--- src/rtl/core/sos_pkg.sv ---
package sos_pkg;

    localparam int MaxStates   = 4;
    localparam int MaxMeasures = 2;
    localparam int MaxControls = 2;

    localparam logic [1:0] CmdStep  = 2'd0;
    localparam logic [1:0] CmdCoeff = 2'd1;
    localparam logic [1:0] CmdEst   = 2'd2;

    localparam logic [1:0] SelA = 2'd0;
    localparam logic [1:0] SelB = 2'd1;
    localparam logic [1:0] SelC = 2'd2;
    localparam logic [1:0] SelL = 2'd3;

    localparam logic [1:0] RegStates   = 2'd0;
    localparam logic [1:0] RegMeasures = 2'd1;
    localparam logic [1:0] RegInputs   = 2'd2;
    localparam logic [1:0] RegPeriod   = 2'd3;

    typedef struct packed {
        logic [1:0]         command;
        logic [1:0]         matrix_select;
        logic [1:0]         row_index;
        logic [1:0]         col_index;
        logic signed [31:0] write_value;
        logic signed [31:0] control_0;
        logic signed [31:0] control_1;
        logic signed [31:0] measure_0;
        logic signed [31:0] measure_1;
        logic               measure_valid;
    } t_in;

    typedef struct packed {
        logic [1:0]         element_index;
        logic signed [31:0] estimate_value;
        logic signed [31:0] predicted_measure;
        logic               last;
    } t_out;

    typedef struct packed {
        logic               start;
        logic signed [31:0] a;
        logic signed [31:0] b;
        logic               use_term;
    } t_mac_op;

    function automatic logic signed [31:0] sat32(input logic signed [51:0] v);
        if (v > 52'sh7FFF_FFFF) return 32'sh7FFF_FFFF;
        if (v < -52'sh8000_0000) return 32'sh8000_0000;
        return v[31:0];
    endfunction

    function automatic logic signed [51:0] qround(input logic signed [63:0] p);
        logic signed [63:0] q;
        q = p + 64'sd32768;
        return 52'(q >>> 16);
    endfunction

endpackage

--- src/rtl/core/sos_lane.sv ---
module sos_lane
    import sos_pkg::*;
(
    input  logic               i_clk,
    input  t_mac_op            i_op,
    output logic signed [51:0] o_acc
);

    logic signed [63:0] r_prod;
    logic               r_use;
    logic               r_start;
    logic signed [51:0] r_acc;

    always_ff @(posedge i_clk) begin
        r_prod  <= i_op.a * i_op.b;
        r_use   <= i_op.use_term;
        r_start <= i_op.start;
        if (r_start) begin
            r_acc <= r_use ? qround(r_prod) : 52'sd0;
        end else if (r_use) begin
            r_acc <= r_acc + qround(r_prod);
        end
    end

    assign o_acc = r_acc;

endmodule
--- config.mk ---
export PLATFORM = sky130hd
export DESIGN_NAME = sos_lane
export DESIGN_NICKNAME = d
export VERILOG_FILES = /design/src/rtl/core/sos_pkg.sv /design/src/rtl/core/sos_lane.sv
export SDC_FILE = /design/constraint.sdc
export NUM_CORES = 2
export LEC_CHECK = 0
export BUFFER_PORTS_ARGS = -buffer_cell sky130_fd_sc_hd__buf_4
export CAP_MARGIN = 10
export CORE_MARGIN = 1
export CORE_UTILIZATION = 45
export DETAILED_ROUTE_END_ITERATION = 10
export PLACE_DENSITY = 0.61
export REMOVE_ABC_BUFFERS = 1
export SETUP_SLACK_MARGIN = 0.05
export SLEW_MARGIN = 20
export SYNTH_ARGS = -nofsm -noshare
export SYNTH_HDL_FRONTEND = slang
export SYNTH_SLANG_ARGS = --single-unit
--- constraint.sdc ---
create_clock -name i_clk -period 11.16 [get_ports i_clk]
set_input_delay 1.116 -clock i_clk [delete_from_list [all_inputs] [get_ports i_clk]]
set_output_delay 1.116 -clock i_clk [all_outputs]
set_load 0.01 [all_outputs]
==> metrics.md <==
| Metric | Value |
|---|---|
| Status | finished clean |
| Post-Syn Area per Cell | 9.28 µm² |
| Post-route ant nets | 0 |
| First-pass GRT wire length | 188000 µm |
| Root Driver | clkbuf_16 |
| Proportion of layout cells with a drive suffix above 1 | 3.56% |
| Core region area | 93700 µm² |
| Vias in the first global route | 32400 |
| Inserted Diodes | 0 |
| Worst path most repeated cell | fa_1 |
| Post-route setup TNS | 0 ps |
| Worst Skew | 13.5 ps |
| Clock sinks | 103 |
| Hold Crit Start | r_use |
| Crit path launch type | input port |
| Buf+Inv Stages, Crit Path | 8 |
| Internal reg-to-reg setup slack | 6320 ps |
| Detailed placement HPWL | 91700 µm |
| RSZ-0062 raised after global routing | false |
| Worst-margin pin slew | 969 ps |
| Hold endpoint | o_acc[0] |
| Area Overhead vs Synth | 4.47% |
| Period utilization | 79.1% |
| Clock Latency Late Sink | 370 ps |
| MaxCap Viol Count | 0 |
| Worst R2R Start | r_prod[15] |
| Crit path time final | 8830 ps |
| CP Capture Type | register |
| Routability congestion estimate | 0.900 |
| Max Freq | 113 MHz |
| CTS Buf Count | 9 |
| Max-slew violations | 0 |
| # rows | 112 |
| Maximum clock insertion buffer count | 2 |
| Worst path max stage delay | 920 ps |
| Clk pin slew, worst setup/hold paths | 70 ps |
| Core Util, Final | 47.7% |
| Drt wl/cell | 20.5 µm |
| Hold Slack | 583 ps |
| CP arrival | 9080 ps |
| Post-cts sizing count | 0 |
| Hold/Removal Path Class | reg2reg |
| Ys Warns | 0 |
| Initial antenna violation count | 1 |
| GRT Resource Usage Total | 25.6% |
| Slew HR | 35.3% |
| Number of iterations in the first detailed-routing pass | 6 |
| Synth top area share | 50.6% |
| Total grt overflow | 0 |
| Final count of negative-setup-slack endpoints | 0 |
| Initial core utilization | 45.7% |
| Via density | 5.29 |
| Critical path depth | 27 |
| Synthesized area | 42800 µm² |
| 1st-iter DRT viols | 2352 |
| Distinct cells, synth | 75 |
| CTS tree | yes |
| Synth async-reset ratio | 0% |
| Register area share after synthesis | 6.03% |
| Fin. Hold Viols | 0 |
| # port buffers | 118 |
| Seq cells post-synth | 103 |
| Die X | 310 µm |
| Most used DFF post-synth | edfxtp_1 |
| Synth area leader | fa_1 |
| DRC | 0 |
| H-tree depth | 3 |
| Routed vias | 30600 |
| Die Span Y | 310 µm |
| Ranking of synthesized cells by area | fa_1 51%, inv_1 8.7%, and2_1 7.6% |
| Hold_buf cts | 0 |
| Syn Inst Count | 4612 |
| Number of synthesized flops with an enable pin | 52 |
| CP Max Fanout | 32 |
| Worst hold path stage count | 2 |
| Worst path required time | 11410 ps |
| # IOs | 119 |
| Layout Nets | 5899 |
| Drt total wl | 118000 µm |
| Largest net degree at the start of global routing | 48 |
| Count leader, synth | fa_1 |
| Worst setup path class | in2reg |
| Crit path max-delay cell type | fa_1 |
| Setup Buffers After CTS | 0 |
| Reg2reg path depth | 17 |
| Most common library cells after synthesis | 1082 x fa_1, 992 x inv_1, 601 x nand2_1 |
| RR Endpoint | o_acc[50] |
| Die area | 96400 µm² |
| CP delay by family, top | adder cells |
through the flow:
| stage | cells | worst slack (ps) | instance area [µm²] |
|---|---|---|---|
| after floorplan | 4382 | 3160 | 42000 |
| after global placement | 5761 | 2020 | 44500 |
| after detailed placement | 5761 | 1910 | 44500 |
| after CTS | 5777 | 2320 | 44700 |
| after global routing | 5777 | 1870 | 44700 |
| final | 5777 | 2330 | 44700 |
final cells by class:
class,count,area [µm²]
Inverter,992,3720
Fill cell,9006,49000
Sequential cell,103,2580
Tap cell,1254,1570
Clock buffer,11,233
Multi-Input combinational cell,3287,35600
Clock inverter,5,42.5
Timing Repair Buffer,125,938
registers in the layout, summed over array words and instances (netlist names):
register,flops
o_acc,52
r_start,1
r_prod,49
r_use,1
worst min-delay path, cell delays in order (launching register included):
cell     delay (ps)
dfxtp_1         340
nand3_1          70
o21ai_0          60
worst max path at each step:
| stage | start | end |
|---|---|---|
| floorplan | i_op[3] | r_prod[60] |
| global placement | i_op[64] | r_prod[60] |
| detailed placement | i_op[64] | r_prod[63] |
| CTS | i_op[64] | r_prod[63] |
| global route | i_op[64] | r_prod[63] |
| finish | i_op[64] | r_prod[63] |
routing by layer:
metal / GRT usage (%) / share of wire [%] / vias to the layer above
li1: - / - / 13500
met3: 4.29 / 8.1 / 105
met4: 4.53 / 1.5 / 0
met2: 39.6 / 44 / 1098
met1: 38.0 / 46 / 15800
met5: 0 / 0 / -
cells by family (layout without fill, tap and decap cells):
| logic type | after synthesis | after routing | synth area share [%] |
|---|---|---|---|
| adders and majority gates | 1314 | 1314 | 57.4 |
| muxes | 4 | 4 | 0.0935 |
| DFF | 103 | 103 | 6.03 |
| AOI/OAI and AO/OA | 402 | 402 | 6.16 |
| buffers and inverters | 1222 | 1133 | 10.7 |
| and+or+nand+nor | 1419 | 1419 | 16.6 |
| xor gates and xnor gates | 148 | 148 | 3.03 |
cell usage in the layout (no fill, tap or decap), drive strengths merged, types with 23 or more instances in the layout:
| master | count |
|---|---|
| edfxtp | 52 |
| a21o | 58 |
| xnor2 | 94 |
| o21ai | 88 |
| o21bai | 26 |
| fa | 1082 |
| buf | 125 |
| and3 | 23 |
| ha | 232 |
| dfxtp | 51 |
| nand3 | 49 |
| and2 | 521 |
| nor2 | 95 |
| a21oi | 115 |
| nand2 | 601 |
| inv | 994 |
| nand4 | 32 |
| xor2 | 54 |
Power is left out: the tool's default activity adds up to more than one toggle a clock period on the data nets, which glitch-free logic cannot reach.
